## src/hdl/nrmd_pkg.sv

```systemverilog
// Shared types and constants for the nearest-neighbour resampler with mono downmix.
// Used by nrmd_mean and nearest_resampler_mono_downmix; depends on nothing.
package nrmd_pkg;

  localparam int MAX_CHANNELS      = 8;
  localparam int MAX_BLOCK_DEF     = 4096;
  localparam int MAX_OUT_PER_FRAME = 8;

  localparam logic [19:0] STEP_MIN = 20'd8192;
  localparam logic [19:0] STEP_MAX = 20'd524288;

  // configuration register indexes
  localparam logic [1:0] CFG_CHANNEL_COUNT    = 2'd0;
  localparam logic [1:0] CFG_STEP_RATIO       = 2'd1;
  localparam logic [1:0] CFG_FRAMES_PER_BLOCK = 2'd2;
  localparam logic [1:0] CFG_OUT_BLOCK_LEN    = 2'd3;

  localparam logic [3:0]  RST_CHANNEL_COUNT    = 4'd1;
  localparam logic [19:0] RST_STEP_RATIO       = 20'd65536;
  localparam logic [12:0] RST_FRAMES_PER_BLOCK = 13'd1024;
  localparam logic [12:0] RST_OUT_BLOCK_LEN    = 13'd1024;

  localparam logic ACT_FRAME = 1'b0;
  localparam logic ACT_PAD   = 1'b1;

  typedef struct packed {
    logic               action;
    logic signed [15:0] chan0;
    logic signed [15:0] chan1;
    logic signed [15:0] chan2;
    logic signed [15:0] chan3;
    logic signed [15:0] chan4;
    logic signed [15:0] chan5;
    logic signed [15:0] chan6;
    logic signed [15:0] chan7;
  } nrmd_in_t;

  typedef struct packed {
    logic signed [15:0] mono_sample;
    logic               block_end;
  } nrmd_out_t;

  typedef struct packed {
    logic       start;
    logic [3:0] nch;
  } nrmd_mean_req_t;

  typedef struct packed {
    logic               done;
    logic signed [15:0] mean;
  } nrmd_mean_rsp_t;

  typedef enum logic [1:0] {
    ST_IDLE,
    ST_MEAN,
    ST_EMIT,
    ST_PAD
  } nrmd_state_t;

  typedef enum logic [2:0] {
    MS_IDLE,
    MS_SUM,
    MS_ABS,
    MS_DIV,
    MS_SIGN
  } nrmd_mstate_t;

endpackage

```

## src/hdl/nrmd_mean.sv

```systemverilog
// Channel mean unit: sums the used channels, then divides by the channel count
// with truncation toward zero, all on one shared add/subtract unit. Uses nrmd_pkg.
module nrmd_mean (
  input  logic                    clk,
  input  logic                    rst,
  input  nrmd_pkg::nrmd_mean_req_t req,
  input  nrmd_pkg::nrmd_in_t      frame,
  output nrmd_pkg::nrmd_mean_rsp_t rsp
);
  import nrmd_pkg::*;

  localparam int MAG_W = 19;

  nrmd_mstate_t       mstate, mstate_next;
  logic signed [15:0] chan_r [MAX_CHANNELS];
  logic [3:0]         nch;
  logic [2:0]         idx;
  logic signed [19:0] acc;
  logic [MAG_W-1:0]   dq;
  logic [2:0]         rem;
  logic [4:0]         bitcnt;
  logic               neg;
  logic               done;
  logic signed [15:0] mean;

  // shared add/subtract unit
  logic signed [19:0] add_a, add_b, add_y;
  logic               add_sub;
  logic [3:0]         trial_in;
  logic signed [15:0] cur_chan;

  assign add_y    = add_sub ? (add_a - add_b) : (add_a + add_b);
  assign trial_in = {rem, dq[MAG_W-1]};
  assign cur_chan = chan_r[idx];
  assign rsp      = {done, mean};

  always_comb begin
    mstate_next = mstate;
    add_a       = '0;
    add_b       = '0;
    add_sub     = 1'b0;
    unique case (mstate)
      MS_IDLE: begin
        if (req.start) mstate_next = MS_SUM;
      end
      MS_SUM: begin
        add_a = acc;
        add_b = {{4{cur_chan[15]}}, cur_chan};
        if ({1'b0, idx} == nch - 4'd1) mstate_next = MS_ABS;
      end
      MS_ABS: begin
        add_sub = 1'b1;
        add_b   = acc;
        mstate_next = MS_DIV;
      end
      MS_DIV: begin
        add_sub = 1'b1;
        add_a   = 20'(trial_in);
        add_b   = 20'(nch);
        if (bitcnt == 5'(MAG_W - 1)) mstate_next = MS_SIGN;
      end
      MS_SIGN: begin
        add_sub = neg;
        add_b   = 20'(dq);
        mstate_next = MS_IDLE;
      end
      default: mstate_next = MS_IDLE;
    endcase
  end

  always_ff @(posedge clk) begin
    if (rst) begin
      mstate <= MS_IDLE;
      done   <= 1'b0;
    end else begin
      mstate <= mstate_next;
      done   <= (mstate == MS_SIGN);
    end
  end

  always_ff @(posedge clk) begin
    case (mstate)
      MS_IDLE: begin
        if (req.start) begin
          chan_r[0] <= frame.chan0;
          chan_r[1] <= frame.chan1;
          chan_r[2] <= frame.chan2;
          chan_r[3] <= frame.chan3;
          chan_r[4] <= frame.chan4;
          chan_r[5] <= frame.chan5;
          chan_r[6] <= frame.chan6;
          chan_r[7] <= frame.chan7;
          nch <= req.nch;
          acc <= '0;
          idx <= '0;
        end
      end
      MS_SUM: begin
        acc <= add_y;
        idx <= idx + 3'd1;
      end
      MS_ABS: begin
        // take the magnitude, remember the sign for the end
        neg    <= acc[19];
        dq     <= acc[19] ? add_y[MAG_W-1:0] : acc[MAG_W-1:0];
        rem    <= '0;
        bitcnt <= '0;
      end
      MS_DIV: begin
        // restoring step: keep the difference when it does not go negative
        if (!add_y[19]) begin
          rem <= add_y[2:0];
          dq  <= {dq[MAG_W-2:0], 1'b1};
        end else begin
          rem <= trial_in[2:0];
          dq  <= {dq[MAG_W-2:0], 1'b0};
        end
        bitcnt <= bitcnt + 5'd1;
      end
      MS_SIGN: begin
        mean <= add_y[15:0];
      end
      default: ;
    endcase
  end

endmodule

```

## src/hdl/nearest_resampler_mono_downmix.sv

```systemverilog
// Top level of the nearest-neighbour resampler with mono downmix: configuration,
// block/phase sequencer and output register. Uses nrmd_pkg and nrmd_mean.
//
//   channel  | direction | handshake              | payload
//   frame    | in        | frame_valid/frame_ready | nrmd_in_t  (action, chan0..chan7)
//   mono     | out       | mono_valid/mono_ready   | nrmd_out_t (mono_sample, block_end)
//   cfg      | in        | cfg_we                  | cfg_index, cfg_data
//
// A frame request computes the mean (serial sum, magnitude, 19-step restoring divide
// on the shared adder, sign, hand-over), then emits one result per cycle while the output
// register is free, and closes the frame. A pad request emits a zero sample if outputs
// are owed, else closes the block. frame_ready is high only while the sequencer idles;
// a result held in the output register does not block the next request, but a new
// result waits until the register frees. Synchronous reset, no clearing pass.
module nearest_resampler_mono_downmix #(
  parameter int MAX_BLOCK = nrmd_pkg::MAX_BLOCK_DEF
) (
  input  logic               clk,
  input  logic               rst,
  input  logic               frame_valid,
  output logic               frame_ready,
  input  nrmd_pkg::nrmd_in_t  frame,
  output logic               mono_valid,
  input  logic               mono_ready,
  output nrmd_pkg::nrmd_out_t mono,
  input  logic               cfg_we,
  input  logic [1:0]         cfg_index,
  input  logic [19:0]        cfg_data
);
  import nrmd_pkg::*;

  localparam int CNT_W = $clog2(MAX_BLOCK + 1);
  localparam int FR_W  = $clog2(MAX_BLOCK);
  localparam int PH_W  = CNT_W + 20;
  localparam int HI_W  = PH_W - 16;

  logic [3:0]  channel_count;
  logic [19:0] step_ratio;
  logic [12:0] frames_per_block;
  logic [12:0] out_block_len;

  logic [3:0]       nch_c;
  logic [19:0]      step_c;
  logic [CNT_W-1:0] fpb_c, len_c;

  nrmd_state_t      state, state_next;
  logic [PH_W-1:0]  phase_pos;
  logic [FR_W-1:0]  frame_pos;
  logic [CNT_W-1:0] out_pos;
  logic [3:0]       n_out;

  nrmd_mean_req_t mreq;
  nrmd_mean_rsp_t mrsp;

  logic             accept, slot_free, emit_ok, owed;
  logic             load, advance, restart, frame_step, n_clear;
  logic             last;
  logic signed [15:0] load_sample;
  logic [CNT_W-1:0] out_inc, frame_inc;

  // register decode
  always_ff @(posedge clk) begin
    if (rst) begin
      channel_count    <= RST_CHANNEL_COUNT;
      step_ratio       <= RST_STEP_RATIO;
      frames_per_block <= RST_FRAMES_PER_BLOCK;
      out_block_len    <= RST_OUT_BLOCK_LEN;
    end else if (cfg_we) begin
      unique case (cfg_index)
        CFG_CHANNEL_COUNT:    channel_count    <= cfg_data[3:0];
        CFG_STEP_RATIO:       step_ratio       <= cfg_data;
        CFG_FRAMES_PER_BLOCK: frames_per_block <= cfg_data[12:0];
        CFG_OUT_BLOCK_LEN:    out_block_len    <= cfg_data[12:0];
        default: ;
      endcase
    end
  end

  // saturate registers to their legal ranges
  always_comb begin
    if (channel_count == 4'd0)                      nch_c = 4'd1;
    else if (32'(channel_count) > 32'(MAX_CHANNELS)) nch_c = 4'(MAX_CHANNELS);
    else                                            nch_c = channel_count;

    if (step_ratio < STEP_MIN)      step_c = STEP_MIN;
    else if (step_ratio > STEP_MAX) step_c = STEP_MAX;
    else                            step_c = step_ratio;

    if (frames_per_block == 13'd0)                    fpb_c = CNT_W'(1);
    else if (32'(frames_per_block) > 32'(MAX_BLOCK)) fpb_c = CNT_W'(MAX_BLOCK);
    else                                             fpb_c = CNT_W'(frames_per_block);

    if (out_block_len == 13'd0)                    len_c = CNT_W'(1);
    else if (32'(out_block_len) > 32'(MAX_BLOCK)) len_c = CNT_W'(MAX_BLOCK);
    else                                          len_c = CNT_W'(out_block_len);
  end

  assign frame_ready = (state == ST_IDLE);
  assign accept      = frame_valid && frame_ready;
  assign slot_free   = !mono_valid || mono_ready;

  assign mreq.start = accept && (frame.action == ACT_FRAME);
  assign mreq.nch   = nch_c;

  nrmd_mean u_mean (
    .clk   (clk),
    .rst   (rst),
    .req   (mreq),
    .frame (frame),
    .rsp   (mrsp)
  );

  assign out_inc   = out_pos + CNT_W'(1);
  assign frame_inc = CNT_W'(frame_pos) + CNT_W'(1);
  assign owed      = out_pos < len_c;
  assign emit_ok   = owed && (32'(n_out) < 32'(MAX_OUT_PER_FRAME))
                     && (phase_pos[PH_W-1:16] <= HI_W'(frame_pos));
  assign last      = (out_inc == len_c);

  always_comb begin
    state_next  = state;
    load        = 1'b0;
    advance     = 1'b0;
    restart     = 1'b0;
    frame_step  = 1'b0;
    n_clear     = 1'b0;
    load_sample = mrsp.mean;
    unique case (state)
      ST_IDLE: begin
        if (accept) state_next = (frame.action == ACT_PAD) ? ST_PAD : ST_MEAN;
      end
      ST_MEAN: begin
        if (mrsp.done) begin
          n_clear    = 1'b1;
          state_next = ST_EMIT;
        end
      end
      ST_EMIT: begin
        if (emit_ok) begin
          if (slot_free) begin
            load    = 1'b1;
            advance = 1'b1;
          end
        end else begin
          // frame finished: count it, close the block when its frames run out
          if (frame_inc >= fpb_c) restart = 1'b1;
          else                    frame_step = 1'b1;
          state_next = ST_IDLE;
        end
      end
      ST_PAD: begin
        load_sample = '0;
        if (owed) begin
          if (slot_free) begin
            load    = 1'b1;
            advance = 1'b1;
            restart = last;
            state_next = ST_IDLE;
          end
        end else begin
          restart    = 1'b1;
          state_next = ST_IDLE;
        end
      end
      default: state_next = ST_IDLE;
    endcase
  end

  always_ff @(posedge clk) begin
    if (rst) begin
      state     <= ST_IDLE;
      phase_pos <= '0;
      frame_pos <= '0;
      out_pos   <= '0;
      n_out     <= '0;
    end else begin
      state <= state_next;
      if (n_clear) n_out <= '0;
      else if (advance) n_out <= n_out + 4'd1;
      if (restart) begin
        phase_pos <= '0;
        frame_pos <= '0;
        out_pos   <= '0;
      end else begin
        if (advance) begin
          out_pos   <= out_inc;
          phase_pos <= phase_pos + PH_W'(step_c);
        end
        if (frame_step) frame_pos <= FR_W'(frame_inc);
      end
    end
  end

  // output register: hold until taken
  always_ff @(posedge clk) begin
    if (rst) begin
      mono_valid <= 1'b0;
    end else if (load) begin
      mono_valid <= 1'b1;
    end else if (mono_ready) begin
      mono_valid <= 1'b0;
    end
  end

  always_ff @(posedge clk) begin
    if (load) begin
      mono.mono_sample <= load_sample;
      mono.block_end   <= last;
    end
  end

endmodule

```

## config.mk

```make
export PLATFORM = sky130hd
export DESIGN_NAME = nearest_resampler_mono_downmix
export DESIGN_NICKNAME = d
export VERILOG_FILES = /design/src/hdl/nrmd_pkg.sv /design/src/hdl/nrmd_mean.sv /design/src/hdl/nearest_resampler_mono_downmix.sv
export SDC_FILE = /design/constraint.sdc
export NUM_CORES = 1
export LEC_CHECK = 0
export BUFFER_PORTS_ARGS = -buffer_cell sky130_fd_sc_hd__buf_4
export CORE_MARGIN = 3
export CORE_UTILIZATION = 50
export DETAILED_ROUTE_END_ITERATION = 10
export GPL_TIMING_DRIVEN = 0
export MAX_ROUTING_LAYER = met4
export PLACE_DENSITY = 0.77
export SLEW_MARGIN = 10
export SYNTH_ARGS = -nofsm -noshare
export SYNTH_HDL_FRONTEND = slang
export SYNTH_SLANG_ARGS = --single-unit
```

## constraint.sdc

```tcl
create_clock -name clk -period 15.7 [get_ports clk]
set_input_delay 0 -clock clk [delete_from_list [all_inputs] [get_ports clk]]
set_output_delay 0 -clock clk [all_outputs]
set_load 0.1 [all_outputs]
```

-- After elaboration in Yosys (flattened, before gate mapping)
Memory sizes are Yosys's and may differ from the RTL's. A register that Yosys moved wholly into a read port is not among the register bits.
Index checks and enable logic that the tools add are counted.
Widths: inputs -> output; s select.
- memories kept: 1
- memory bits (writable): 128
- output and inout port bits: 19
- flip-flop bits (word level): 207
- bits of input ports: 156
- memories (name ; words ; bits a word ; read ports ; clocked after Yosys merged registers in ; write ports ; line ; source):
    u_mean.chan_r ; 8 ; 16 ; 1 ; 1 ; 8 ; nrmd_mean.sv:15 ; logic signed [15:0] chan_r [MAX_CHANNELS];
- reductions and logical operators: 27
- equal/unequal tests: 20
- $add $sub $neg: 9
- bitwise operators: 1
- order comparisons: 9
- muxes and demuxes: 52
- operators by type and width (operator ; count):
    $mux 20 ; 4
    $pmux 20 s2 ; 2
    $pmux 20 s4 ; 1
    $mux 13 ; 4
    $pmux 19 s2 ; 1
    $add 33x20->33 ; 1
    $gt 13x13->1 const B ; 2
    $logic_not 13->1 ; 2
    $add 20x20->20 ; 1
    $gt 20x20->1 const B ; 1
    $lt 20x14->1 const B ; 1
    $sub 20x20->20 ; 1
    $mux 19 ; 1
    $mux 1 ; 18
    $mux 3 ; 6
    $le 17x12->1 ; 1
    $add 12x1->13 const B ; 1
    $add 13x1->13 const B ; 1
    $eq 13x13->1 ; 1
    $ge 13x13->1 ; 1
    $lt 13x13->1 ; 1
    $mux 2 ; 6
    $pmux 3 s2 ; 2
    $pmux 3 s4 ; 1
    32 further kinds ; 57

-- Depth between registers and ports, before layout
Gate-level depths: netlist of run 1.
- depth in word-level cells: 9
- gate-level depth with buffers: 23

-- Cells and area by module
A second synthesis of run 1 with hierarchy kept.
- cell total of the unflattened synthesis: 1686
- area, all modules: 17778.3 µm²
- by module, submodules not included (module ; cells an instance ; area an instance (µm²) ; times used):
    nrmd_mean ; 731 ; 9989.6 ; 1
    nearest_resampler_mono_downmix ; 955 ; 7788.7 ; 1

-- Worst setup path before layout of run 1
OpenSTA, ideal clock, no wires.
- path type: reg2reg
- from: reg state[0]
- to: reg u_mean.acc[0] (enable)
- period minus slack after synthesis: 13.422 ns
- buffers on the path: 1
- stages on the path, launching flop included: 8
- setup slack: 2.278 ns
- arrival: 13.038 ns
- cell sequence: dfxtp_1 -> clkbuf_1 -> nor2_1 -> nand2_1 -> or3_1 -> nor3_1 -> nor2_1 -> inv_1
- cells in the longest elaborated chain, start to end: 5
- RTL lines (element ; line ; source):
    start: declaration ; nearest_resampler_mono_downmix.sv:46 ; nrmd_state_t state, state_next;
    start signal: assignment ; nearest_resampler_mono_downmix.sv:177 ; state <= state_next;
    $logic_not 2->1 ; nearest_resampler_mono_downmix.sv:98 ; assign frame_ready = (state == ST_IDLE);
    via frame_ready ; nearest_resampler_mono_downmix.sv:21 ; output logic frame_ready,
    $logic_and 1x1->1 ; nearest_resampler_mono_downmix.sv:99 ; assign accept = frame_valid && frame_ready;
    $logic_and 1x1->1 ; nearest_resampler_mono_downmix.sv:102 ; assign mreq.start = accept && (frame.action == ACT_FRAME);
    $ne 2x2->1 (no source line) ; -- ;
    $reduce_and 2->1 (no source line) ; -- ;
    end signal: assignment ; nrmd_mean.sv:99 ; acc <= add_y;
    end: declaration ; nrmd_mean.sv:18 ; logic signed [19:0] acc;
The timed path passes the listed nets, and every way through them passes these cells.
A chain may end at the register's enable or synchronous reset.

-- Final worst setup path of run 1
- from: reg u_mean.mstate[1]
- to: reg u_mean.dq[18] (data pin)
- cells in the longest elaborated chain, start to end: 6
- elaborated cells on any way between the ends: 13
- classes of those cells: 2 x add/sub; 4 x eq/ne; 6 x mux; 1 x reduce/logical
- RTL lines (element ; line ; source):
    start: declaration ; nrmd_mean.sv:14 ; nrmd_mstate_t mstate, mstate_next;
    start signal: assignment ; nrmd_mean.sv:76 ; mstate <= mstate_next;
    $eq 3x3->1 (tied with other cells) ; nrmd_mean.sv:42 ; unique case (mstate)
    $pmux 20 s4 (tied with other cells) ; nrmd_mean.sv:42 ;
    $add 20x20->20 (tied with other cells) ; nrmd_mean.sv:32 ; assign add_y = add_sub ? (add_a - add_b) : (add_a + add_b);
    $mux 20 ; nrmd_mean.sv:32 ;
    $mux 19 ; nrmd_mean.sv:105 ; dq <= acc[19] ? add_y[MAG_W-1:0] : acc[MAG_W-1:0];
    $pmux 19 s2 * ; nrmd_mean.sv:82 ; case (mstate)
    end signal: assignment ; nrmd_mean.sv:105 ;
    end signal: assignment ; nrmd_mean.sv:113 ; dq <= {dq[MAG_W-2:0], 1'b1};
    end signal: assignment ; nrmd_mean.sv:116 ; dq <= {dq[MAG_W-2:0], 1'b0};
    end: declaration ; nrmd_mean.sv:19 ; logic [MAG_W-1:0] dq;
Mark *: on every way between the ends. The rest lies on a longest branch, timed or not.

==> key figures, run 1 <==
Clocking
  • Cts repair resizes: 0
  • CTS root buffer: clkbuf_16
  • TritonCTS clock tree: done
  • Clk_lat worst skew: ~550 ps
  • Clock sink count: roughly 340
  • Total CTS buffers: 38
  • Bufs on Longest Clock Path: 3
  • CTS clk-pin slew, worst paths: about 60 ps
  • H-Tree Level Count: 2

Cells and area
  • Layout cells sized above 1: between 15 and 20%
  • Design area: roughly 22,000 sq um
  • Final Util: between 60% and 70%
  • Final std cells w/o fill: 2,549
  • Layout area overhead: 27.4%
  • Post-layout nets: about 2,300

Die
  • Die area: ~38,000 sq um
  • Rows: between 60 and 70
  • Die W: approximately 190 um
  • Die Height: approximately 190 um
  • Io pins: around 180
  • Core area: around 35,000 sq um
  • Initial Util: approximately half

Routing
  • DR top layer: met4
  • Via-per-instance ratio: a little under 6
  • Met2 wire length: roughly 25,000 um
  • Routed WL: 50,900 um
  • 1st-iter DRT viols: ~1,100
  • WL met3: around 3200 um
  • ANT nets after route: 0
  • Residual DRC: 0
  • Drt pass-1 iters: 5
  • Via count: approximately 15,000
  • DR WL/cell: ~20 um
  • Wl on met1: roughly 20,000 um

Pwr
  • Switching Power: approximately 0.9 mW
  • Gate power share: between 20% and 30%
  • Reg power frac: a little under two fifths
  • PD cells: between 100 and 150 nW/um^2
  • P_int: between 1.5 and 2 mW
  • Clk pwr share: 33.4%
  • Pleak: approximately 8.7 nW
  • Maximum vdd drop: 0.123 mV
  • Switching Share: a little under a third
  • Total power draw: ~2.8 mW

Timing
  • Measured slew at the worst slew-check pin: ~1100 ps
  • Final Cycle Share: between 30% and 40%
  • Hold Violations, Final: 0
  • Slew headroom: 27.8%
  • Final setup violation count: 0
  • Clock Skew: roughly 28 ps
  • Peak Freq: approximately 170 MHz
  • Final Critical Period: 5830 ps
  • Slew Viols, Final: 0
  • RSZ-0062 raised after global routing: no
  • Hold slack: about 170 ps

Global route
  • GR Util All Layers: 27.1%
  • First-pass GRT wire length: 79,600 um
  • Vias in the first global route: 15,000
  • Largest net degree at the start of global routing: 37
  • Grt total ovfl: 0
  • Initial antenna violation count: 1

Logic synthesis
  • Post-synth EDFFs: about 220
  • Netlist cell types: 78
  • Ys async rst share: 0%
  • Mapped Cells: about 1,700
  • Cell Area, Synth: around 18,000 sq um
  • Most used DFF post-synth: edfxtp_1
  • Seq/Total Area, Yosys: roughly half
  • FF+latch count, synth: approximately 340
  • Yosys warnings: 0
  • Synth Area per Inst: between 10 and 15 sq um
  • Syn nets: slightly below 2,000

Place
  • IO Port Bufs: 173
  • Placed insts: 2,325
  • Placed cell area: about 20,000 sq um
  • Gp weighted congestion: around 0.9
  • Dpl hpwl: roughly 34,000 um

Hold path
  • Worst hold path class: input pin to flip-flop

Worst setup path
  • Worst-path fanout max: 36
  • Arr. time, crit path: between 6000 and 7000 ps
  • Critical path class: flip-flop to flip-flop
  • Worst Setup Start Kind: flip-flop
  • CP required: 15,960 ps
  • Crit. End Element: flip-flop

Run status
  • Status: complete, no violations

Flow run
  • MaxCap Viol Count: 0
-- stage by stage --
stage,TNS [ps],worst slack [ps]
after detailed placement,0,9640
final,0,9870
after global routing,0,9550
after global placement,-7160,-313
after CTS,0,9620
after floorplan,0,2280
-- critical path, cell delays in order, from the launching register on --
cell	delay (ps)
dfxtp_1	470
nor2b_1	160
clkbuf_1	440
buf_2	770
a21o_1	190
clkbuf_1	540
nand2_1	100
o21a_1	180
fa_1	440
nor2b_1	160
o21ai_0	140
a21o_1	250
o31a_1	300
a21oi_1	200
o31a_1	260
mux2i_1	100
a2111oi_0	720
o31ai_1	110
-- routing by layer --
metal / up-vias / global-route usage (%)
li1: 6899 / -
met1: 7104 / 32.7
met2: 610 / 46.4
met5: - / -
met3: 147 / 3.54
met4: 0 / 10.6
-- Yosys cell counts (24+ instances only) --
cell	instances	share of area, %
nor2_1	100	2.1
nand2_1	232	4.9
edfxtp_1	216	37
o21ai_0	77	2.2
and3_1	29	1.0
dfxtp_1	122	14
clkbuf_1	51	1.1
nand3_1	38	1.1
xor2_1	35	1.7
ha_1	85	6.0
or3_1	38	1.3
and2_1	50	1.8
a21o_1	24	1.0
a21oi_1	123	3.5
inv_1	64	1.4
xnor2_1	51	2.5
mux2i_1	25	1.4
nor3_1	29	0.82
-- cells by family after synthesis --
kind of cell / Yosys count / share of synthesized area [%]
compound gates: 372 / 13.4
fa+ha+maj: 87 / 6.26
mux: 69 / 5.57
buf+inv: 141 / 3.49
flops: 338 / 50.7
simple gates: 592 / 16.3
xor+xnor: 87 / 4.40
-- power groups by stage --
stage               sequential (mW)  clock (mW)  combinational, mW
floorplan                      1.13           0              0.503
global placement               1.10           0              0.738
detailed placement             1.09           0              0.760
CTS                            1.07       0.946              0.794
global route                   1.08       0.987              0.876
finish                         1.07       0.943              0.810
-- state kept, by name (all words and copies together) (netlist names), 4 cells and up, named ones only --
signal and count:
channel_count 4, u_mean.mean 16, u_mean.nch 4, u_mean.dq 19, u_mean.acc 20, n_out 4
phase_pos 33, u_mean.chan_r 128, frame_pos 12, step_ratio 20, mono 17, out_pos 13
u_mean.bitcnt 5, frames_per_block 13, out_block_len 13
-- worst paths after layout --
check,startpoint,end,slack [ps],cells past startpoint
max,u_mean.mstate[1],u_mean.dq[18],9870,17
min,frame[58],u_mean.chan_r[4][10],170,2
max reg2reg,u_mean.mstate[1],u_mean.dq[18],9870,17
min reg2reg,frames_per_block[0],frames_per_block[0],460,2
-- cell type report --
cell class,count,area [sq um]
Antenna cell,1,2.50
Buffer,75,368
Clock buffer,49,1060
Clock inverter,19,244
Fill cell,2599,12200
Inverter,66,249
Multi-Input combinational cell,1207,8090
Sequential cell,338,8930
Tap cell,455,569
Timing Repair Buffer,339,2940
-- layout by cell type (no fill, tap or decap), types with 35 or more instances in the layout --
master           n
a21oi_1        123
and2_1          50
buf_4          185
clkbuf_1        55
clkbuf_16       40
dfxtp_1        122
dlygate4sd3_1  155
edfxtp_1       216
ha_1            85
inv_1           64
nand2_1        232
nand3_1         38
nor2_1         100
o21ai_0         77
or3_1           38
xnor2_1         51
xor2_1          35
-- timing repair --
item | in CTS | in global routing
endpoints found under the hold margin | 184 | 0
hold buffers | 155 | 0
setup buffers | 0 | 0
(Power assumes the default switching activity.)
==> inputs of run 2 (changes only) <==
--- a/config.mk
+++ b/config.mk
@@ -11,7 +11,7 @@
 export DETAILED_ROUTE_END_ITERATION = 10
 export GPL_TIMING_DRIVEN = 0
 export MAX_ROUTING_LAYER = met4
-export PLACE_DENSITY = 0.77
+export PLACE_DENSITY = 0.8
 export SLEW_MARGIN = 10
 export SYNTH_ARGS = -nofsm -noshare
 export SYNTH_HDL_FRONTEND = slang
==> constraint.sdc (replaced) <==
create_clock -name clk -period 5 [get_ports clk]
set_input_delay 0 -clock clk [delete_from_list [all_inputs] [get_ports clk]]
set_output_delay 0 -clock clk [all_outputs]
set_load 0.1 [all_outputs]
==> run 2 against run 1 <==
Net effect: sequential share of layout area is 0.69 points lower; non-clock buffer count increased by 11; total power increased to 3.2 times the previous value.
==> key figures, run 2 (same netlist as run 1, synthesis figures left out) <==
Run status
  • Status: complete, no violations (unchanged)

Routing
  • ANT nets after route: 0 (unchanged)
  • Residual DRC: 0 (unchanged)
  • Via count: 14,900 (was 14,800)
  • Drt pass-1 iters: 6 (was 5)
  • DR WL/cell: 20.2 um (was 20.0 um)
  • 1st-iter DRT viols: 1,146 (was 1,139)
  • Via-per-instance ratio: 5.81 (was 5.79)
  • Routed WL: 51,700 um (was 50,900 um)

Timing
  • Final Cycle Share: 97.2% (was 37.2%)
  • Slew headroom: 35.8% (was 27.8%)
  • Clock Skew: 20.6 ps (was 27.8 ps)
  • Hold Violations, Final: 0 (unchanged)
  • Setup ws final: 138 ps (was 9870 ps)
  • Peak Freq: 206 MHz (was 171 MHz)
  • Final setup violation count: 0 (unchanged)
  • Final Critical Period: 4860 ps (was 5830 ps)
  • Total negative slack: 0 ps (unchanged)
  • RSZ-0062 raised after global routing: yes (was no)
  • Measured slew at the worst slew-check pin: 961 ps (was 1080 ps)
  • Slew Viols, Final: 0 (unchanged)

Die
  • Die W: 194 um (unchanged)
  • Die area: 37,500 sq um (unchanged)
  • Io pins: 175 (unchanged)
  • Core area: 34,600 sq um (unchanged)
  • Die Height: 194 um (unchanged)
  • Initial Util: 50.9% (unchanged)
  • Rows: 68 (unchanged)

Worst setup path
  • Crit. End Element: flip-flop (unchanged)
  • Critical path class: flip-flop to flip-flop (unchanged)
  • Worst reg2reg path endpoint: u_mean.rem[2] (was u_mean.dq[18])
  • Worst Setup Start Kind: flip-flop (unchanged)
  • R2R Setup Slk: 140 ps (was 9870 ps)
  • CP required: 5290 ps (was 15,960 ps)
  • Reg2reg path depth: 22 (was 17)
  • Worst-path fanout max: 7 (was 36)
  • Arr. time, crit path: 5150 ps (was 6100 ps)

Cells and area
  • Fill cells: 2,481 (was 2,599)
  • Most frequent cells in the layout: nand2_1, edfxtp_1, buf_4, dlygate4sd3_1, dfxtp_1 (was nand2_1, edfxtp_1, buf_4, dlygate4sd3_1, a21oi_1)
  • Largest Register: u_mean.chan_r (unchanged)
  • Max FFs per register: 128 (unchanged)
  • Most common cell after layout, fill and taps aside: nand2_1 (unchanged)
  • Layout area overhead: 29.6% (was 27.4%)
  • Storage cell area: 8930 sq um (about the same)
  • # diodes: 0 (was 1)
  • Area occupied by multi-input gates: 8220 sq um (was 8090 sq um)
  • Final Util: 66.0% (was 64.8%)
  • Post-layout nets: 2,319 (was 2,308)
  • Layout cells sized above 1: 18.4% (was 16.1%)
  • Design area: 22,800 sq um (was 22,500 sq um)
  • Largest regs: u_mean.chan_r: 128 flops, phase_pos: 33 flops (unchanged)

Flow run
  • MaxCap Viol Count: 0 (unchanged)

Global route
  • Initial antenna violation count: 0 (was 1)
  • Met1 usage: 32.3% (was 32.7%)
  • Grt total ovfl: 0 (unchanged)
  • Most used routing layer: met2 (unchanged)
  • First-pass GRT wire length: 81,000 um (was 79,600 um)
  • Vias in the first global route: 15,400 (was 15,000)
  • Met2 Track Usage GR: 47.1% (was 46.4%)
  • Met3 Resource Use GR: 4.71% (was 3.54%)
  • GR Util All Layers: 27.7% (was 27.1%)
  • Largest net degree at the start of global routing: 37 (unchanged)

Clocking
  • H-Tree Level Count: 2 (unchanged)
  • TritonCTS clock tree: done (unchanged)
  • Bufs on Longest Clock Path: 3 (unchanged)
  • CTS root buffer: clkbuf_16 (unchanged)
  • Clock sink count: 338 (unchanged)
  • CTS clk-pin slew, worst paths: 60 ps (about the same)
  • Total CTS buffers: 38 (unchanged)
  • Clk_lat worst skew: 560 ps (was 550 ps)

Hold path
  • Worst hold path class: input pin to flip-flop (unchanged)
  • Hold endpoint: u_mean.mstate[2] (was u_mean.chan_r[4][10])
  • Hold path start: rst (was frame[58])
  • WHS Path Cells: 2 (unchanged)

Place
  • Dpl hpwl: 34,100 um (was 33,900 um)
  • Gp weighted congestion: 0.953 (was 0.926)
  • Post-Place Worst Slack: -1070 ps (was 9640 ps)
  • Placed cell area: 19,700 sq um (was 19,600 sq um)
  • IO Port Bufs: 173 (unchanged)

Pwr
  • Maximum vdd drop: 0.350 mV (was 0.123 mV)
  • PD cells: 398 nW/um^2 (was 126 nW/um^2)
  • Pleak: 8.83 nW (was 8.70 nW)
[run 2: changes by cell type in the layout (fill, tap and decap cells not counted), sizes merged]
cell / before / now
clkinvlp: 4 / 6
clkinv: 8 / 7
buf: 208 / 222
inv: 68 / 65
clkbuf: 100 / 99
diode: 1 / 0
[run 2: power breakdown]
| group | leakage (nW) | internal [mW] | total (mW) | switching [mW] |
|---|---|---|---|---|
| clock | 0.630 | 1.80 | 2.97 | 1.17 |
| sequential | 2.98 | 3.26 | 3.37 | 0.106 |
| combinational | 5.22 | 1.13 | 2.76 | 1.63 |
| total | 8.83 | 6.19 | 9.10 | 2.91 |
[run 2: what timing repair did]
item | 4_1_cts | 5_1_grt
gates resized for setup | 21 | 35
hold endpoints to repair | 186 | 0
buffers inserted | 5 | 15
hold buffers | 155 | 0
endpoints found under the setup margin | 37 | 11
pin swaps | 5 | 12
[run 2: worst max-delay path by stage]
| stage | cells past startpoint | end | from | slack [ps] |
|---|---|---|---|---|
| floorplan | 7 | u_mean.acc[0] | state[0] | -980 |
| global placement | 5 | u_mean.acc[16] | u_mean.mstate[0] | -2080 |
| detailed placement | 19 | u_mean.dq[18] | u_mean.mstate[2] | -1070 |
| CTS | 19 | u_mean.acc[19] | flip-flop | 5 |
| global route | 20 | u_mean.rem[0] | flip-flop | -110 |
| finish | 22 | u_mean.rem[2] | flip-flop | 140 |
[run 2: critical path: stages (launching register included)]
cell	delay, ps
dfxtp_1	340
buf_6	160
buf_12	110
mux4_2	540
nor2_1	150
o32a_1	230
nand4_1	170
buf_4	200
nor4_4	150
buf_4	180
nand2_2	100
nand2_1	110
xnor2_1	140
ha_1	300
nand2_1	90
inv_1	80
a2111oi_2	360
o21ai_1	160
a221o_1	370
a21o_1	220
a21oi_4	230
buf_12	140
o21ai_0	80
[run 2: metal layers]
layer,share of wire [%],routed length (um)
met1,39,20200
met2,50,25800
met3,6.8,3510
met4,4.3,2200
met5,0,0
[run 2: layout make-up]
class | count | area share (%)
Buffer | 70 | 1.79
Clock buffer | 51 | 4.79
Clock inverter | 17 | 0.997
Inverter | 66 | 1.11
Timing Repair Buffer | 355 | 13.8
Tap cell | 455 | 2.49
Multi-Input combinational cell | 1207 | 36.0
Sequential cell | 338 | 39.1
[run 2: metrics by stage]
| stage | instances | power [mW] | hold WS [ps] |
|---|---|---|---|
| global route | 2559 | 9.46 | 39.1 |
| floorplan | 1686 | 5.10 | 98.9 |
| CTS | 2546 | 8.95 | 1.13 |
| finish | 2559 | 9.10 | 42.8 |
| detailed placement | 2321 | 5.83 | 179 |
| global placement | 2314 | 5.75 | 178 |
==> inputs of run 3 (changes only) <==
--- a/config.mk
+++ b/config.mk
@@ -5,11 +5,13 @@
 export SDC_FILE = /design/constraint.sdc
 export NUM_CORES = 1
 export LEC_CHECK = 0
+export ABC_AREA = 1
 export BUFFER_PORTS_ARGS = -buffer_cell sky130_fd_sc_hd__buf_4
 export CORE_MARGIN = 3
 export CORE_UTILIZATION = 50
 export DETAILED_ROUTE_END_ITERATION = 10
 export GPL_TIMING_DRIVEN = 0
+export HOLD_SLACK_MARGIN = 0.03
 export MAX_ROUTING_LAYER = met4
 export PLACE_DENSITY = 0.8
 export SLEW_MARGIN = 10
==> run 3 against run 2 <==
Net effect: hold slack better by 100 ps; non-clock buffer count up 6; first-iteration DRC count up 73%; die area up 7.5%; critical path depth up 3; synthesized cell count up 41%; sequential cell count unchanged; global-route usage up 2.4 points; clock skew up 10 ps; critical path type unchanged.
==> key figures, run 3 <==
Cells and area
  • Most frequent cells in the layout: nand2_1, inv_1, nor2_1, edfxtp_1, buf_4 (was nand2_1, edfxtp_1, buf_4, dlygate4sd3_1, dfxtp_1)
  • Fill cells: 2,864 (was 2,481)
  • Largest regs: u_mean.chan_r: 128 flops, phase_pos: 33 flops (unchanged)
  • Layout area overhead: 26.7% (was 29.6%)
  • Storage cell area: 8930 sq um (about the same)
  • Largest Register: u_mean.chan_r (unchanged)
  • Layout cells sized above 1: 11.5% (was 18.4%)
  • # diodes: 0 (unchanged)
  • Final Util: 65.0% (was 66.0%)
  • Max FFs per register: 128 (unchanged)
  • Area occupied by multi-input gates: 8330 sq um (was 8220 sq um)
  • Post-layout nets: 3,016 (was 2,319)
  • Most common cell after layout, fill and taps aside: nand2_1 (unchanged)

Global route
  • Vias in the first global route: 18,000 (was 15,400)
  • GR Util All Layers: 30.1% (was 27.7%)
  • Grt total ovfl: 0 (unchanged)
  • Initial antenna violation count: 0 (unchanged)
  • Largest net degree at the start of global routing: 33 (was 37)
  • First-pass GRT wire length: 95,200 um (was 81,000 um)

Die
  • Die W: 201 um (was 194 um)
  • Io pins: 175 (unchanged)
  • Rows: 70 (was 68)
  • Initial Util: 51.3% (was 50.9%)
  • Die area: 40,400 sq um (was 37,500 sq um)
  • Core area: 37,000 sq um (was 34,600 sq um)
  • Die Height: 201 um (was 194 um)

Worst setup path
  • CP required: 5320 ps (was 5290 ps)
  • Reg2reg path depth: 25 (was 22)
  • Worst-path fanout max: 10 (was 7)
  • R2R Setup Slk: 250 ps (was 140 ps)
  • Arr. time, crit path: 5070 ps (was 5150 ps)
  • Critical path class: flip-flop to flip-flop (unchanged)
  • Worst Setup Start Kind: flip-flop (unchanged)
  • Crit. End Element: flip-flop (unchanged)
  • Worst reg2reg path endpoint: u_mean.rem[2] (unchanged)
  • R2r startpoint: u_mean.mstate[0]

Routing
  • Via count: 18,200 (was 14,900)
  • Via-per-instance ratio: 5.51 (was 5.81)
  • Routed WL: 60,400 um (was 51,700 um)
  • Drt pass-1 iters: 6 (unchanged)
  • DR WL/cell: 18.3 um (was 20.2 um)
  • ANT nets after route: 0 (unchanged)
  • 1st-iter DRT viols: 1,988 (was 1,146)
  • Residual DRC: 0 (unchanged)

Place
  • Gp weighted congestion: 0.962 (was 0.953)
  • IO Port Bufs: 174 (was 173)
  • Post-Place Worst Slack: -631 ps (was -1070 ps)
  • Dpl hpwl: 40,100 um (was 34,100 um)

Logic synthesis
  • Area leader, netlist: edfxtp_1 (unchanged)
  • Mapped Cells: 2,385 (was 1,686)
  • Cell Area, Synth: 19,000 sq um (was 17,600 sq um)
  • Most common cell in the synthesized netlist: nand2_1 (unchanged)
  • Seq/Total Area, Yosys: 47.0% (was 50.7%)
  • Yosys warnings: 0 (unchanged)
  • Netlist cell types: 51 (was 78)
  • Ys async rst share: 0% (unchanged)
  • Most used DFF post-synth: edfxtp_1 (unchanged)
  • Share of Yosys cell area claimed by the top area cell type: 34.2% (was 36.8%)
  • FF+latch count, synth: 338 (unchanged)
  • Syn nets: 2,628 (was 1,929)
  • Most instantiated cells after synthesis: nand2_1, inv_1, nor2_1 (was nand2_1, edfxtp_1, a21oi_1)
  • Post-synth EDFFs: 216 (unchanged)
  • Synth Area per Inst: 7.96 sq um (was 10.5 sq um)
  • Top cells by area, synth: edfxtp_1, dfxtp_1, nand2_1 (was edfxtp_1, dfxtp_1, ha_1)

Timing
  • Final setup violation count: 0 (unchanged)
  • Clock Skew: 30.9 ps (was 20.6 ps)
  • Final Cycle Share: 95.1% (was 97.2%)
  • Peak Freq: 210 MHz (was 206 MHz)
  • Hold Violations, Final: 0 (unchanged)
  • Slew headroom: 37.5% (was 35.8%)
  • Hold slack: 143 ps (was 42.8 ps)
  • Total negative slack: 0 ps (unchanged)
  • Slew Viols, Final: 0 (unchanged)
  • Final Critical Period: 4750 ps (was 4860 ps)
  • Measured slew at the worst slew-check pin: 934 ps (was 961 ps)
  • Setup ws final: 247 ps (was 138 ps)
  • RSZ-0062 raised after global routing: no (was yes)

Clocking
  • Clock sink count: 338 (unchanged)
  • Bufs on Longest Clock Path: 3 (unchanged)
  • TritonCTS clock tree: done (unchanged)
  • Clk_lat worst skew: 570 ps (was 560 ps)
  • H-Tree Level Count: 2 (unchanged)
  • CTS root buffer: clkbuf_16 (unchanged)
  • CTS clk-pin slew, worst paths: 70 ps (was 60 ps)
  • Total CTS buffers: 39 (was 38)

Flow run
  • MaxCap Viol Count: 0 (unchanged)

Run status
  • Status: complete, no violations (unchanged)

Hold path
  • Worst hold path class: input pin to flip-flop (unchanged)
  • WHS Path Cells: 2 (unchanged)
  • Hold endpoint: u_mean.chan_r[7][13] (was u_mean.mstate[2])
  • Hold path start: frame[13] (was rst)

Pwr
  • PD cells: 612 nW/um^2 (was 398 nW/um^2)
  • Maximum vdd drop: 0.364 mV (was 0.350 mV)
  • Pleak: 10.8 nW (was 8.83 nW)
  • Total power draw: 14.7 mW (was 9.10 mW)
run 3: what timing repair did:
item,CTS,global route
cloned,0,1
hold buffers,162,0
setup endpoints to repair,34,26
setup buffers,0,5
hold endpoints to repair,185,0
resized for setup,2,10
run 3: power breakdown:
part           switching (mW)  internal [mW]
clock                    1.25           1.72
sequential              0.256           3.87
combinational            5.27           2.37
total                    6.77           7.96
run 3: layout make-up:
type                            count  share of cell area (%)
Inverter                          361                    5.65
Timing Repair inverter              1                  0.0208
Multi-Input combinational cell   1601                    34.6
Buffer                             85                    1.77
Clock buffer                       48                    4.54
Timing Repair Buffer              346                    12.8
Sequential cell                   338                    37.1
Clock inverter                     21                   0.884
Tap cell                          504                    2.62
run 3: worst max-delay path by stage:
stage | start | end | slack [ps]
2_1_floorplan | state[0] | u_mean.chan_r[0][0] | 480
3_3_place_gp | u_mean.mstate[2] | u_mean.dq[9] | -440
3_5_place_dp | u_mean.mstate[2] | u_mean.dq[9] | -630
4_1_cts | u_mean.mstate[2] | u_mean.dq[9] | 8
5_1_grt | flip-flop | u_mean.rem[2] | 4
6_report | u_mean.mstate[0] | u_mean.rem[2] | 250
run 3: kinds of logic (layout without fill, tap and decap cells):
logic type | after synthesis | in the layout | share of synthesized area, %
compound gates | 334 | 334 | 9.54
xor+xnor | 90 | 90 | 4.15
fa+ha+maj | 87 | 87 | 5.81
buf+inv | 446 | 862 | 9.33
flops | 338 | 338 | 47.0
mux | 1 | 1 | 0.0527
simple gates | 1089 | 1089 | 24.1
run 3: critical path, cell delays in order, from the launching register on:
cell	delay, ps
dfxtp_1	380
inv_1	80
nor3_1	440
buf_2	380
nand3_1	190
nand2_1	120
inv_1	60
ha_1	220
nand2_1	90
nor2_1	70
a21oi_1	240
nor2_1	120
o21ai_1	220
nor2_1	90
xor2_1	160
ha_1	340
a21oi_1	220
o31ai_1	90
a21oi_1	130
nand2_1	60
a31oi_1	290
inv_1	110
nand3_1	160
nand2_1	90
nor2_1	100
nor2_1	60
run 3: routing by layer:
layer / part of all wire, % / vias up / track usage, %
met1: 41 / 8377 / 39.2
met4: 4.0 / 0 / 11.1
li1: - / 8543 / -
met3: 9.2 / 210 / 5.21
met2: 45 / 1071 / 47.5
met5: 0 / - / -
run 3: through the flow:
stage / std cells / instance area (sq um)
after floorplan: 2385 / 19000
after global placement: 3063 / 20900
after detailed placement: 3068 / 21100
after CTS: 3299 / 24000
after global routing: 3305 / 24100
final: 3305 / 24100
